### config.mk
export PLATFORM = sky130hd
export DESIGN_NAME = musb_seq
export DESIGN_NICKNAME = d
export VERILOG_FILES = /design/src/hdl/musb_pkg.sv /design/src/hdl/musb_seq.sv
export SDC_FILE = /design/constraint.sdc
export NUM_CORES = 1
export LEC_CHECK = 0
export ABC_AREA = 1
export BUFFER_PORTS_ARGS = -buffer_cell sky130_fd_sc_hd__buf_2
export CAP_MARGIN = 20
export CORE_ASPECT_RATIO = 1.2
export CORE_MARGIN = 2
export CORE_UTILIZATION = 35
export CTS_BUF_LIST = sky130_fd_sc_hd__clkbuf_16
export DETAILED_ROUTE_END_ITERATION = 6
export SLEW_MARGIN = 20
export SYNTH_ARGS = -nofsm -noshare
export SYNTH_HDL_FRONTEND = slang
export SYNTH_SLANG_ARGS = --single-unit
### constraint.sdc
create_clock -name clk -period 2.96 [get_ports clk]
set_input_delay 0 -clock clk [delete_from_list [all_inputs] [get_ports clk]]
set_output_delay 0 -clock clk [all_outputs]
set_load 0.005 [all_outputs]
### src/hdl/musb_pkg.sv
`default_nettype none

package musb_pkg;

  localparam int USERS_DEF     = 4;
  localparam int ROW_WIDTH_DEF = 80;
  localparam int ROWS_DEF      = 32;

  localparam logic [7:0] CHAR_SPACE = 8'h20;
  localparam logic [7:0] CHAR_NUL   = 8'h00;

  typedef enum logic [1:0] {
    CMD_WRITE = 2'd0,
    CMD_END   = 2'd1,
    CMD_READ  = 2'd2,
    CMD_CLEAR = 2'd3
  } cmd_t;

  typedef enum logic [1:0] {
    ST_IDLE,
    ST_EXEC,
    ST_PAD,
    ST_RDATA
  } state_t;

  typedef struct packed {
    logic we;
    logic re;
  } mem_ctl_t;

  typedef struct packed {
    logic [7:0] cell_char;
    logic       cell_valid;
    logic [4:0] row_count;
  } res_t;

endpackage

`default_nettype wire

### src/hdl/musb_seq.sv
`default_nettype none

module musb_seq #(
  parameter int USERS     = musb_pkg::USERS_DEF,
  parameter int ROW_WIDTH = musb_pkg::ROW_WIDTH_DEF,
  parameter int ROWS      = musb_pkg::ROWS_DEF,
  localparam int UW = (USERS > 1) ? $clog2(USERS) : 1,
  localparam int RW = $clog2(ROWS),
  localparam int CW = (ROW_WIDTH > 1) ? $clog2(ROW_WIDTH) : 1
) (
  input  wire logic               clk,
  input  wire logic               rst,
  input  wire logic               in_valid,
  output logic                    in_stall,
  input  wire logic [1:0]         command,
  input  wire logic [1:0]         user,
  input  wire logic [7:0]         character,
  input  wire logic [4:0]         line,
  input  wire logic [6:0]         column,
  input  wire logic               out_free,
  output logic                    res_load,
  output musb_pkg::res_t          res,
  output musb_pkg::mem_ctl_t      mem_ctl,
  output logic [UW-1:0]           mem_user,
  output logic [RW-1:0]           mem_row,
  output logic [CW-1:0]           mem_col,
  output logic [7:0]              mem_wdata,
  input  wire logic [7:0]         mem_rdata
);
  import musb_pkg::*;

  localparam logic [RW:0] ROWS_EXT  = (RW+1)'(ROWS);
  localparam logic [RW-1:0] ROW_LAST = RW'(ROWS - 1);
  localparam logic [CW:0] WIDTH_EXT = (CW+1)'(ROW_WIDTH);

  state_t state, state_next;

  cmd_t       item_cmd;
  logic [1:0] item_user;
  logic [7:0] item_char;
  logic [4:0] item_line;
  logic [6:0] item_col;

  logic [RW-1:0] first_row    [USERS];
  logic [RW-1:0] visible_rows [USERS];
  logic [CW-1:0] write_column [USERS];

  logic [UW-1:0] ui;
  logic          known;
  logic [RW-1:0] fr, vr, fr_inc, put_vr;
  logic [CW-1:0] wc;
  logic [CW:0]   wc_inc;
  logic          col_full;
  logic [RW:0]   pend_sum, read_sum;
  logic [RW-1:0] pend_row, read_row;
  logic          read_ok;
  logic          is_put;

  logic          upd;
  logic [RW-1:0] fr_new, vr_new;
  logic [CW-1:0] wc_new;

  assign ui    = UW'(item_user);
  assign known = 32'(item_user) < USERS;
  assign fr    = first_row[ui];
  assign vr    = visible_rows[ui];
  assign wc    = write_column[ui];

  assign fr_inc   = (fr == ROW_LAST) ? '0 : fr + RW'(1);
  assign wc_inc   = {1'b0, wc} + (CW+1)'(1);
  assign col_full = (wc_inc == WIDTH_EXT);
  assign put_vr   = (col_full && vr != ROW_LAST) ? vr + RW'(1) : vr;

  assign pend_sum = {1'b0, fr} + {1'b0, vr};
  assign pend_row = (pend_sum >= ROWS_EXT) ? RW'(pend_sum - ROWS_EXT) : pend_sum[RW-1:0];
  assign read_sum = {1'b0, fr} + {1'b0, RW'(item_line)};
  assign read_row = (read_sum >= ROWS_EXT) ? RW'(read_sum - ROWS_EXT) : read_sum[RW-1:0];
  assign read_ok  = (32'(item_line) < 32'(vr)) && (32'(item_col) < ROW_WIDTH);

  // a real character (a nul byte ends the text instead)
  assign is_put = (item_cmd == CMD_WRITE) && (item_char != CHAR_NUL);

  assign in_stall = (state != ST_IDLE);

  always_comb begin
    state_next = state;
    case (state)
      ST_IDLE: begin
        if (in_valid) begin
          state_next = ST_EXEC;
        end
      end
      ST_EXEC: begin
        if (out_free) begin
          state_next = ST_IDLE;
          if (known) begin
            case (item_cmd)
              CMD_WRITE, CMD_END: begin
                if (!is_put && wc != '0) begin
                  state_next = ST_PAD;
                end
              end
              CMD_READ: begin
                if (read_ok) begin
                  state_next = ST_RDATA;
                end
              end
              default: ;
            endcase
          end
        end
      end
      ST_PAD: begin
        if (out_free && col_full) begin
          state_next = ST_IDLE;
        end
      end
      ST_RDATA: begin
        if (out_free) begin
          state_next = ST_IDLE;
        end
      end
      default: state_next = ST_IDLE;
    endcase
  end

  always_comb begin
    mem_ctl   = '0;
    mem_user  = ui;
    mem_row   = pend_row;
    mem_col   = wc;
    mem_wdata = item_char;
    upd       = 1'b0;
    fr_new    = fr;
    vr_new    = vr;
    wc_new    = wc;
    res       = '0;
    res_load  = 1'b0;
    case (state)
      ST_EXEC: begin
        if (out_free) begin
          if (!known) begin
            res_load = 1'b1;
          end else begin
            case (item_cmd)
              CMD_WRITE, CMD_END: begin
                if (is_put) begin
                  mem_ctl.we    = 1'b1;
                  upd           = 1'b1;
                  wc_new        = col_full ? '0 : wc_inc[CW-1:0];
                  fr_new        = (col_full && vr == ROW_LAST) ? fr_inc : fr;
                  vr_new        = put_vr;
                  res_load      = 1'b1;
                  res.row_count = 5'(put_vr);
                end else if (wc == '0) begin
                  res_load      = 1'b1;
                  res.row_count = 5'(vr);
                end
              end
              CMD_READ: begin
                if (read_ok) begin
                  mem_ctl.re = 1'b1;
                  mem_row    = read_row;
                  mem_col    = CW'(item_col);
                end else begin
                  res_load      = 1'b1;
                  res.row_count = 5'(vr);
                end
              end
              CMD_CLEAR: begin
                upd      = 1'b1;
                fr_new   = '0;
                vr_new   = '0;
                wc_new   = '0;
                res_load = 1'b1;
              end
              default: ;
            endcase
          end
        end
      end
      ST_PAD: begin
        if (out_free) begin
          mem_ctl.we = 1'b1;
          mem_wdata  = CHAR_SPACE;
          upd        = 1'b1;
          wc_new     = col_full ? '0 : wc_inc[CW-1:0];
          fr_new     = (col_full && vr == ROW_LAST) ? fr_inc : fr;
          vr_new     = put_vr;
          if (col_full) begin
            res_load      = 1'b1;
            res.row_count = 5'(put_vr);
          end
        end
      end
      ST_RDATA: begin
        if (out_free) begin
          res_load       = 1'b1;
          res.cell_char  = mem_rdata;
          res.cell_valid = 1'b1;
          res.row_count  = 5'(vr);
        end
      end
      default: ;
    endcase
  end

  always_ff @(posedge clk) begin
    if (rst) begin
      state <= ST_IDLE;
    end else begin
      state <= state_next;
    end
  end

  always_ff @(posedge clk) begin
    if (state == ST_IDLE && in_valid) begin
      item_cmd  <= cmd_t'(command);
      item_user <= user;
      item_char <= character;
      item_line <= line;
      item_col  <= column;
    end
  end

  always_ff @(posedge clk) begin
    if (rst) begin
      for (int i = 0; i < USERS; i++) begin
        first_row[i]    <= '0;
        visible_rows[i] <= '0;
        write_column[i] <= '0;
      end
    end else if (upd) begin
      first_row[ui]    <= fr_new;
      visible_rows[ui] <= vr_new;
      write_column[ui] <= wc_new;
    end
  end

endmodule

`default_nettype wire

[After elaboration in Yosys (flattened, before gate mapping)]
Memory sizes are Yosys's and may differ from the RTL's. A register that Yosys moved wholly into a read port is not among the register bits.
Cells that the tools add are included.
Operators by class
  multiplexer cells: 85
  equality and inequality tests: 14
  $lt $le $gt $ge: 4
  add/subtract/negate cells: 7
  reduce and logical (&&, ||, !) cells: 19
Operator list (count)
  5-bit 2-to-1 mux: 23
  7-bit 2-to-1 mux: 9
  5-bit one-hot mux with 2 select lines: 5
  7-bit one-hot mux with 2 select lines: 2
  2-bit 2-to-1 mux: 13
  1-bit 2-to-1 mux: 21
  8-bit 2-to-1 mux: 2
  5-bit one-hot mux with 3 select lines: 1
  14-bit 2-to-1 mux: 1
  5-bit by 5-bit adder with 6-bit output: 2
  6-bit greater-or-equal comparator (second input constant): 2
  5-bit by 1-bit adder with 5-bit output (second input constant): 2
  5-bit equality test (second input constant): 2
  5-bit OR reduction: 2
  5-bit by 1-bit subtractor with 5-bit output (second input constant): 2
  9-bit 2-to-1 mux: 1
  7-bit by 1-bit adder with 8-bit output (second input constant): 1
  2-bit equality test (second input constant): 4
  8-bit by 7-bit equality test with 1-bit output (second input constant): 1
  2-bit inequality test (second input constant): 4
  2-bit one-hot mux with 4 select lines: 1
  8-bit nonzero test: 1
  1-bit logical AND: 7
  7-bit zero test: 1
  14 further kinds: 19
Storage, ports and cells
  word-level logic and storage cells: 138
  memory bits (writable): 68
  register bits: 26
  input bits: 36
  memories kept: 3
  output and inout bits: 40
Memory list
  write_column: depth 4, bits a word 7, read ports 1, clocked after Yosys merged registers in 1, write ports 4, line musb_seq.sv:46  | logic [CW-1:0] write_column [USERS];
  first_row: depth 4, bits a word 5, read ports 1, clocked after Yosys merged registers in 1, write ports 4, line musb_seq.sv:44  | logic [RW-1:0] first_row [USERS];
  visible_rows: depth 4, bits a word 5, read ports 1, clocked after Yosys merged registers in 1, write ports 4, line musb_seq.sv:45  | logic [RW-1:0] visible_rows [USERS];

[Longest topological paths before layout]
Gate-level depths: netlist (run 1).
  word-level depth: 11
  depth in mapped cells: 22
  mapped depth without buffers: 22

[Worst setup path before layout (run 1)]
OpenSTA, ideal clock, no wires.
  kind: reg2reg
  start point: register state[0]
  end point: memory first_row[2][0] (netlist bit), enable pin
  setup time: 0.373 ns
  required time: 2.587 ns
  path buffers: 2
  data arrival time: 2.441 ns
  setup slack: 0.146 ns
  stages on the path, launching flop included: 11
  period minus slack after synthesis: 2.814 ns
  cells stage by stage: dfxtp_1 -> inv_1 -> ha_1 -> clkbuf_1 -> inv_1 -> o31ai_1 -> nand2_1 -> inv_2 -> nand3_1 -> clkbuf_1 -> nand2_1
RTL lines
  from (decl): line musb_seq.sv:36  | state_t state, state_next;
  from (signal assigned): line musb_seq.sv:212  | state <= state_next;
  to (decl): line musb_seq.sv:44

==> run metrics, run 1 <==
critical path class=flip-flop to primary output; number of buffers inserted during clock tree synthesis=9; Post-DP HPWL=13,200 µm; synthesized area per cell=7.89 µm²; remaining max-slew budget at the tightest pin=57.9%; Core Rows=54; number of design-rule violations left by the first detailed-router iteration=584; Peak VDD IR=0.300 mV; ratio of cells with drive above 1 in the final layout=25.7%; vias in the first global route=5,548; Min-Delay Path Class=input port to flip-flop; number of antenna violations at the first check in global routing=0; count of input and output buffers=75; All-Layer GR Usage=18.9%; Via-to-Cell Ratio=5.03; crit-path max cell delay=0.40 ns; clock slew at the register clock pins of the worst setup and hold paths=0.07 ns; Area Growth Syn to Fin=27.1%; Die Area=19,300 µm²; post-layout util=45.0%; number of clock sinks=96; # nets final=1,017; worst clock skew on the final layout=0.00908 ns; wire length on met1=7760 µm; nets in the synthesized netlist=870; number of setup violations in the final report=0; arrival time of the worst setup path=2.90 ns; final non-filler cell total=1,185; critical-path maximum fanout=7; Die Wd=127 µm; # diodes=0; average wire length per cell after detail routing=15.6 µm; routed vias=5,960; Max clock buf depth=2; DRT antenna net count=0; switching share of total power=36.7%; maxcap violations=0; # H-tree levels=3; Worst Max-Slew Pin Slew=0.626 ns; CP Capture Type=primary output; TritonCTS clock tree=done; number of placed instances with taps included=1,114; power density relative to cell area=556 nW/µm²; highest attainable clock frequency=0.345 GHz; most numerous cell on the critical path=sky130_fd_sc_hd__nand2_1; number of iterations in the first detailed-routing pass=5; number of distinct standard cells referenced by the synthesized netlist=42; detailed-route wire length=18,500 µm; Yosys reg bits=96; Crit-path slowest cell=sky130_fd_sc_hd__dfxtp_4; pin count of the biggest net entering global routing=28; RSZ-0062 raised after global routing=yes; switching power=1.65 mW; Final Wtd Congestion=0.965; clock tree root driver cell=sky130_fd_sc_hd__clkbuf_16; synthesis warning total=0; met2 wirelength from detailed routing=9490 µm; CP delay by family, top=simple AND/OR/NAND/NOR gates; Req. time, crit path=2.96 ns; Filler cells=1,722; Starting Density=35.4%; Reg power frac=35.8%; run status=finished, final reports clean; fraction of power consumed by combinational cells=39.4%; Internal Pwr Total=2.86 mW; first-pass GRT wire length=28,700 µm; endpoints failing hold=0; DRC violation count after routing=0; uppermost layer routed=met4; insertion delay to the later sink of the worst-skew pair=0.35 ns; area of the placeable core=18,000 µm²; clock share of power=24.9%; crit-path cells=buf_12 > nand2_4 > nand2_1 > nand2_1 > nand2_2 > ha_4 > inv_2 > nor2_4 > nand2_1 > nand2_2 > nand3_2 > nor2_4 > buf_12 > nand3_4 > nand2_2 > nand2_4 > nand2_4 > nand3_2 > nand2_1 > a21oi_1 > nor2_1 > buf_2; Final Power=4.51 mW; Period minus WS final=2.90 ns; Syn Std Cell Area=6390 µm²; Die Y-Extent=152 µm; Period Utilization, post-route=97.8%; met3 WL post-DR=773 µm; number of buffer and inverter instances along the worst setup path=4; total global routing overflow=0; Seq/Total Area, Yosys=44.5%; post-synthesis cell count=809; reported leakage power=3.68 nW; final-report max-slew violation count=0; critical path launch point type=flip-flop; number of top-level design ports=76
[placed cells by master, fill, tap and decap left out, types with 12 or more instances in the layout]
| cell | count |
|---|---|
| sky130_fd_sc_hd__buf_4 | 51 |
| sky130_fd_sc_hd__a21oi_1 | 32 |
| sky130_fd_sc_hd__nand3_1 | 59 |
| sky130_fd_sc_hd__nand2_1 | 218 |
| sky130_fd_sc_hd__nand4_1 | 16 |
| sky130_fd_sc_hd__ha_1 | 21 |
| sky130_fd_sc_hd__nand2_2 | 29 |
| sky130_fd_sc_hd__nor2_1 | 103 |
| sky130_fd_sc_hd__buf_2 | 75 |
| sky130_fd_sc_hd__edfxtp_1 | 92 |
| sky130_fd_sc_hd__dlygate4sd3_1 | 26 |
| sky130_fd_sc_hd__inv_1 | 75 |
| sky130_fd_sc_hd__inv_2 | 12 |
| sky130_fd_sc_hd__o21ai_0 | 32 |
[per-layer routing]
metal	track usage (%)	vias to the layer above
met2	34.0	182
met5	0	-
met4	6.49	0
met1	22.9	2791
met3	2.46	35
li1	-	2952
[logic make-up (layout without fill, tap and decap cells)]
| group | count (synthesis) | in the layout | synth area share, % |
|---|---|---|---|
| AOI/OAI and AO/OA | 91 | 91 | 7.90 |
| muxes | 1 | 1 | 0.157 |
| buffers and inverters | 121 | 273 | 8.41 |
| adders and majority gates | 25 | 25 | 5.13 |
| DFF | 96 | 96 | 44.5 |
| and+or+nand+nor | 465 | 465 | 32.5 |
| xor gates and xnor gates | 10 | 10 | 1.37 |
[power groups by stage]
stage	Combinational, mW	Clock (mW)	Sequential (mW)
2_1_floorplan	1.07	0	1.63
3_3_place_gp	1.55	0	1.64
3_5_place_dp	1.55	0	1.64
4_1_cts	1.61	1.14	1.61
5_1_grt	1.96	1.19	1.62
6_report	1.78	1.12	1.61
[layout make-up]
type / instances / area, µm² / share of cell area, %
Inverter: 90 / 348 / 4.28
Clock inverter: 7 / 56.3 / 0.694
Multi-Input combinational cell: 592 / 3140 / 38.7
Tap cell: 224 / 280 / 3.45
Timing Repair inverter: 1 / 7.51 / 0.0925
Sequential cell: 96 / 2850 / 35.1
Clock buffer: 9 / 225 / 2.77
Timing Repair Buffer: 166 / 1210 / 15.0
[state kept, by name (all words and copies together), names as in the netlist, named ones only]
name / flops
item_cmd: 2
item_char: 8
write_column: 28
state: 2
mem_user: 2
visible_rows: 20
item_col: 7
item_line: 5
first_row: 20
[path summary, 6_finish.rpt]
kind / cells after the start / startpoint / endpoint / slack [ns]
worst max-delay path: 22 / flip-flop / res[3] / 0.06
worst min-delay path: 5 / out_free / state[1] / 0.27
worst max register to register: 21 / flip-flop / first_row[1][3] / 0.14
worst min register to register: 2 / state[1] / state[1] / 0.50
[what timing repair did]
item                       4_1_cts  5_1_grt
hold endpoints to repair        27        0
setup endpoints to repair       16       47
setup buffers                   10       18
cloned                           1        0
pin swaps                        2       15
resized for setup               10       49
hold buffers                    26        0
[through the flow]
step | instance area, µm² | setup slack, ns | hold slack (ns) | setup TNS [ns]
2_1_floorplan | 6390 | 0.146 | 0.0691 | 0
3_3_place_gp | 7140 | 0.0489 | 0.176 | 0
3_5_place_dp | 7140 | 0.0273 | 0.178 | 0
4_1_cts | 7810 | 0.000451 | 0.260 | 0
5_1_grt | 8120 | -0.0966 | 0.292 | -0.651
6_report | 8120 | 0.0645 | 0.270 | 0
[worst register-to-register path: stages, from the launching register on]
cell	delay (ns)
sky130_fd_sc_hd__dfxtp_4	0.40
sky130_fd_sc_hd__buf_12	0.14
sky130_fd_sc_hd__nand2_4	0.05
sky130_fd_sc_hd__nand2_1	0.06
sky130_fd_sc_hd__nand2_1	0.06
sky130_fd_sc_hd__nand2_2	0.11
sky130_fd_sc_hd__ha_4	0.14
sky130_fd_sc_hd__inv_2	0.04
sky130_fd_sc_hd__nor2_4	0.17
sky130_fd_sc_hd__nand2_1	0.10
sky130_fd_sc_hd__nand2_2	0.08
sky130_fd_sc_hd__nand3_2	0.08
sky130_fd_sc_hd__nor2_4	0.18
sky130_fd_sc_hd__buf_12	0.14
sky130_fd_sc_hd__buf_4	0.13
sky130_fd_sc_hd__nand3_4	0.13
sky130_fd_sc_hd__o21ai_2	0.16
sky130_fd_sc_hd__nand2_1	0.07
sky130_fd_sc_hd__nand2_1	0.06
sky130_fd_sc_hd__nand3_1	0.07
sky130_fd_sc_hd__nand2_1	0.15
sky130_fd_sc_hd__nor2_1	0.06
[cells in the mapped netlist, drive strengths merged]
cell / instances / area (µm²)
or2: 1 / 6.26
and2: 3 / 18.8
o211ai: 4 / 40.0
xor2: 4 / 35.0
inv: 89 / 337
nand3: 70 / 395
clkbuf: 14 / 56.3
o221a: 1 / 11.3
fa: 2 / 40.0
xnor2: 6 / 52.6
nor2: 111 / 457
mux2i: 1 / 10.0
dfxtp: 4 / 80.1
a21oi: 32 / 160
clkinv: 1 / 3.75
buf: 17 / 140
nor3: 6 / 35.0
o31ai: 1 / 7.51
a22oi: 2 / 15.0
o21ai: 46 / 234
nand2: 255 / 1030
o2bb2ai: 1 / 8.76
ha: 23 / 288
nand4: 19 / 138
edfxtp: 92 / 2760
o22ai: 3 / 18.8
a32oi: 1 / 8.76
Note: power is estimated with default switching activity, not from simulation.
==> run 2, diff against run 1 <==
- SETUP_SLACK_MARGIN: default -> 0.2
==> run 2 against run 1 <==
Net effect: the flow now finishes with violations (negative setup slack); routed wire length grew 9.7%; global-route usage grew 1.6 points; maximum frequency shrank 2.5%; via count grew 6.4%; sequential cell count is the same; total power grew 14%; sequential power is essentially flat; clock power grew 8%; core utilization grew 5.8 points; cell count grew 3.4%; critical path type unchanged; critical endpoint is now res[0]; largest power group unchanged.
==> run metrics, run 2 (synthesized netlist as in run 1, its figures left out) <==
Post-DP HPWL=13,200 µm; Core Rows=54; insertion delay to the later sink of the worst-skew pair=0.35 ns; remaining max-slew budget at the tightest pin=30.2%; Starting Density=35.4%; maxcap violations=0; arrival time of the worst setup path=2.97 ns; largest register by flop count=write_column; DRC violation count after routing=0; power density relative to cell area=561 nW/µm²; # H-tree levels=3; Period minus WS final=2.97 ns; post-layout util=50.8%; Die Area=19,300 µm²; # nets final=1,057; detailed-route wire length=20,300 µm; Max clock buf depth=2; TritonCTS clock tree=done; Req. time, crit path=2.96 ns; Largest regs=write_column: 28 flops, first_row: 20 flops, visible_rows: 20 flops; Period Utilization, post-route=100%; DRT antenna net count=0; All-Layer GR Usage=20.5%; routed vias=6,343; Via-to-Cell Ratio=5.18; final-report max-slew violation count=0; run status=finished, violations left; number of buffers inserted during clock tree synthesis=9; Worst Max-Slew Pin Slew=1.04 ns; RSZ-0062 raised after global routing=yes; number of top-level design ports=76; # diodes=0; most frequent cells in the layout=sky130_fd_sc_hd__nand2_1 (184), sky130_fd_sc_hd__nor2_1 (93), sky130_fd_sc_hd__edfxtp_1 (92); number of antenna violations at the first check in global routing=0; Min-Delay Path Class=input port to flip-flop; number of design-rule violations left by the first detailed-router iteration=488; Filler cells=1,606; most common cell after layout, fill and taps aside=sky130_fd_sc_hd__nand2_1; critical path launch point type=flip-flop; pin count of the biggest net entering global routing=28; area of the placeable core=18,000 µm²; clock slew at the register clock pins of the worst setup and hold paths=0.07 ns; vias in the first global route=6,183; average wire length per cell after detail routing=16.6 µm; Area Growth Syn to Fin=43.5%; Die Wd=127 µm; critical-path maximum fanout=5; critical path class=flip-flop to primary output; Fin Setup TNS=-0.0149 ns; first-pass GRT wire length=31,300 µm; clock tree root driver cell=sky130_fd_sc_hd__clkbuf_16; Final Wtd Congestion=0.927; total global routing overflow=0; violated checks=negative setup slack; number of setup violations in the final report=2; ratio of cells with drive above 1 in the final layout=38.0%; setup slack of the critical path after layout=-0.0106 ns; reported leakage power=4.06 nW; number of clock sinks=96; worst clock skew on the final layout=0.00748 ns; Largest register FFs=28; count of input and output buffers=75; Peak VDD IR=0.362 mV; CP Capture Type=primary output; number of iterations in the first detailed-routing pass=5; endpoints failing hold=0; highest attainable clock frequency=0.337 GHz; Die Y-Extent=152 µm
[run 2: cell count changes in the layout (fill, tap and decap cells not counted), moves of 13 or more]
cell / change
sky130_fd_sc_hd__nand3_1: -14
sky130_fd_sc_hd__buf_6: +15
sky130_fd_sc_hd__nand2_1: -34
sky130_fd_sc_hd__buf_4: +14
sky130_fd_sc_hd__nand3_2: +13
sky130_fd_sc_hd__nand2_2: +22
[run 2: final timing paths]
kind | cells past startpoint | from | slack (ns) | endpoint
setup reg to reg | 23 | flip-flop | 0.02 | first_row[0][1]
hold reg to reg | 2 | state[1] | 0.51 | state[1]
setup / recovery | 21 | flip-flop | -0.01 | res[0]
hold / removal | 5 | out_free | 0.27 | state[1]
[run 2: cell type report]
cell class,instances,area (µm²),area share (%)
flip-flops and latches,96,2850,31.1
clock inverters,7,76.3,0.833
repair buffers,205,1700,18.5
repair inverters,2,18.8,0.205
clock buffers,9,225,2.46
inverters,90,385,4.21
multi-input cells,592,3630,39.6
well taps,224,280,3.06
[run 2: what timing repair did]
| action | in CTS | in global routing |
|---|---|---|
| endpoints found under the setup margin | 63 | 72 |
| cloned | 4 | 1 |
| hold buffers | 26 | 0 |
| resized for setup | 86 | 132 |
| pin swaps | 26 | 55 |
| hold endpoints to repair | 27 | 0 |
| buffers inserted | 29 | 28 |
[run 2: power by group]
part / total, mW / switching (mW) / internal (mW)
registers: 1.62 / 0.0478 / 1.57
clock network: 1.21 / 0.547 / 0.667
logic: 2.31 / 1.30 / 1.01
total: 5.14 / 1.90 / 3.24
[run 2: stage by stage]
step / hold slack [ns] / cell area, µm² / power (mW) / std cells / setup slack, ns
final: 0.267 / 9160 / 5.14 / 1225 / -0.0106
after global placement: 0.177 / 7220 / 3.21 / 1121 / 0.0638
after global routing: 0.285 / 9160 / 5.41 / 1225 / -0.165
after CTS: 0.267 / 8410 / 4.73 / 1196 / 0.0710
after floorplan: 0.0691 / 6390 / 2.70 / 809 / 0.212
after detailed placement: 0.178 / 7220 / 3.21 / 1121 / 0.0568
[run 2: metal layers]
layer	global-route usage, %	up-vias	routed length (µm)	part of all wire [%]
li1	-	3047	-	-
met1	24.4	2946	7960	39
met2	35.9	277	10400	51
met3	2.01	73	1010	5.0
met4	11.2	0	949	4.7
met5	0	-	0	0
[run 2: worst max-delay path, cell delays in order, from the launching register on]
cell and delay, ns:
sky130_fd_sc_hd__dfxtp_4 0.44, sky130_fd_sc_hd__buf_12 0.15, sky130_fd_sc_hd__inv_8 0.04, sky130_fd_sc_hd__nand2_4 0.06, sky130_fd_sc_hd__o211ai_2 0.09, sky130_fd_sc_hd__nand2_2 0.12, sky130_fd_sc_hd__ha_4 0.14, sky130_fd_sc_hd__inv_2 0.04
sky130_fd_sc_hd__nor2_4 0.17, sky130_fd_sc_hd__nand2_2 0.09, sky130_fd_sc_hd__nand2_4 0.08, sky130_fd_sc_hd__nand3_4 0.07, sky130_fd_sc_hd__nor2_4 0.21, sky130_fd_sc_hd__buf_6 0.15, sky130_fd_sc_hd__nand4_1 0.12, sky130_fd_sc_hd__nand2_2 0.12
sky130_fd_sc_hd__nand2_1 0.06, sky130_fd_sc_hd__nand3_1 0.07, sky130_fd_sc_hd__nand2_1 0.07, sky130_fd_sc_hd__a21oi_2 0.14, sky130_fd_sc_hd__nor2_1 0.06, sky130_fd_sc_hd__buf_2 0.14
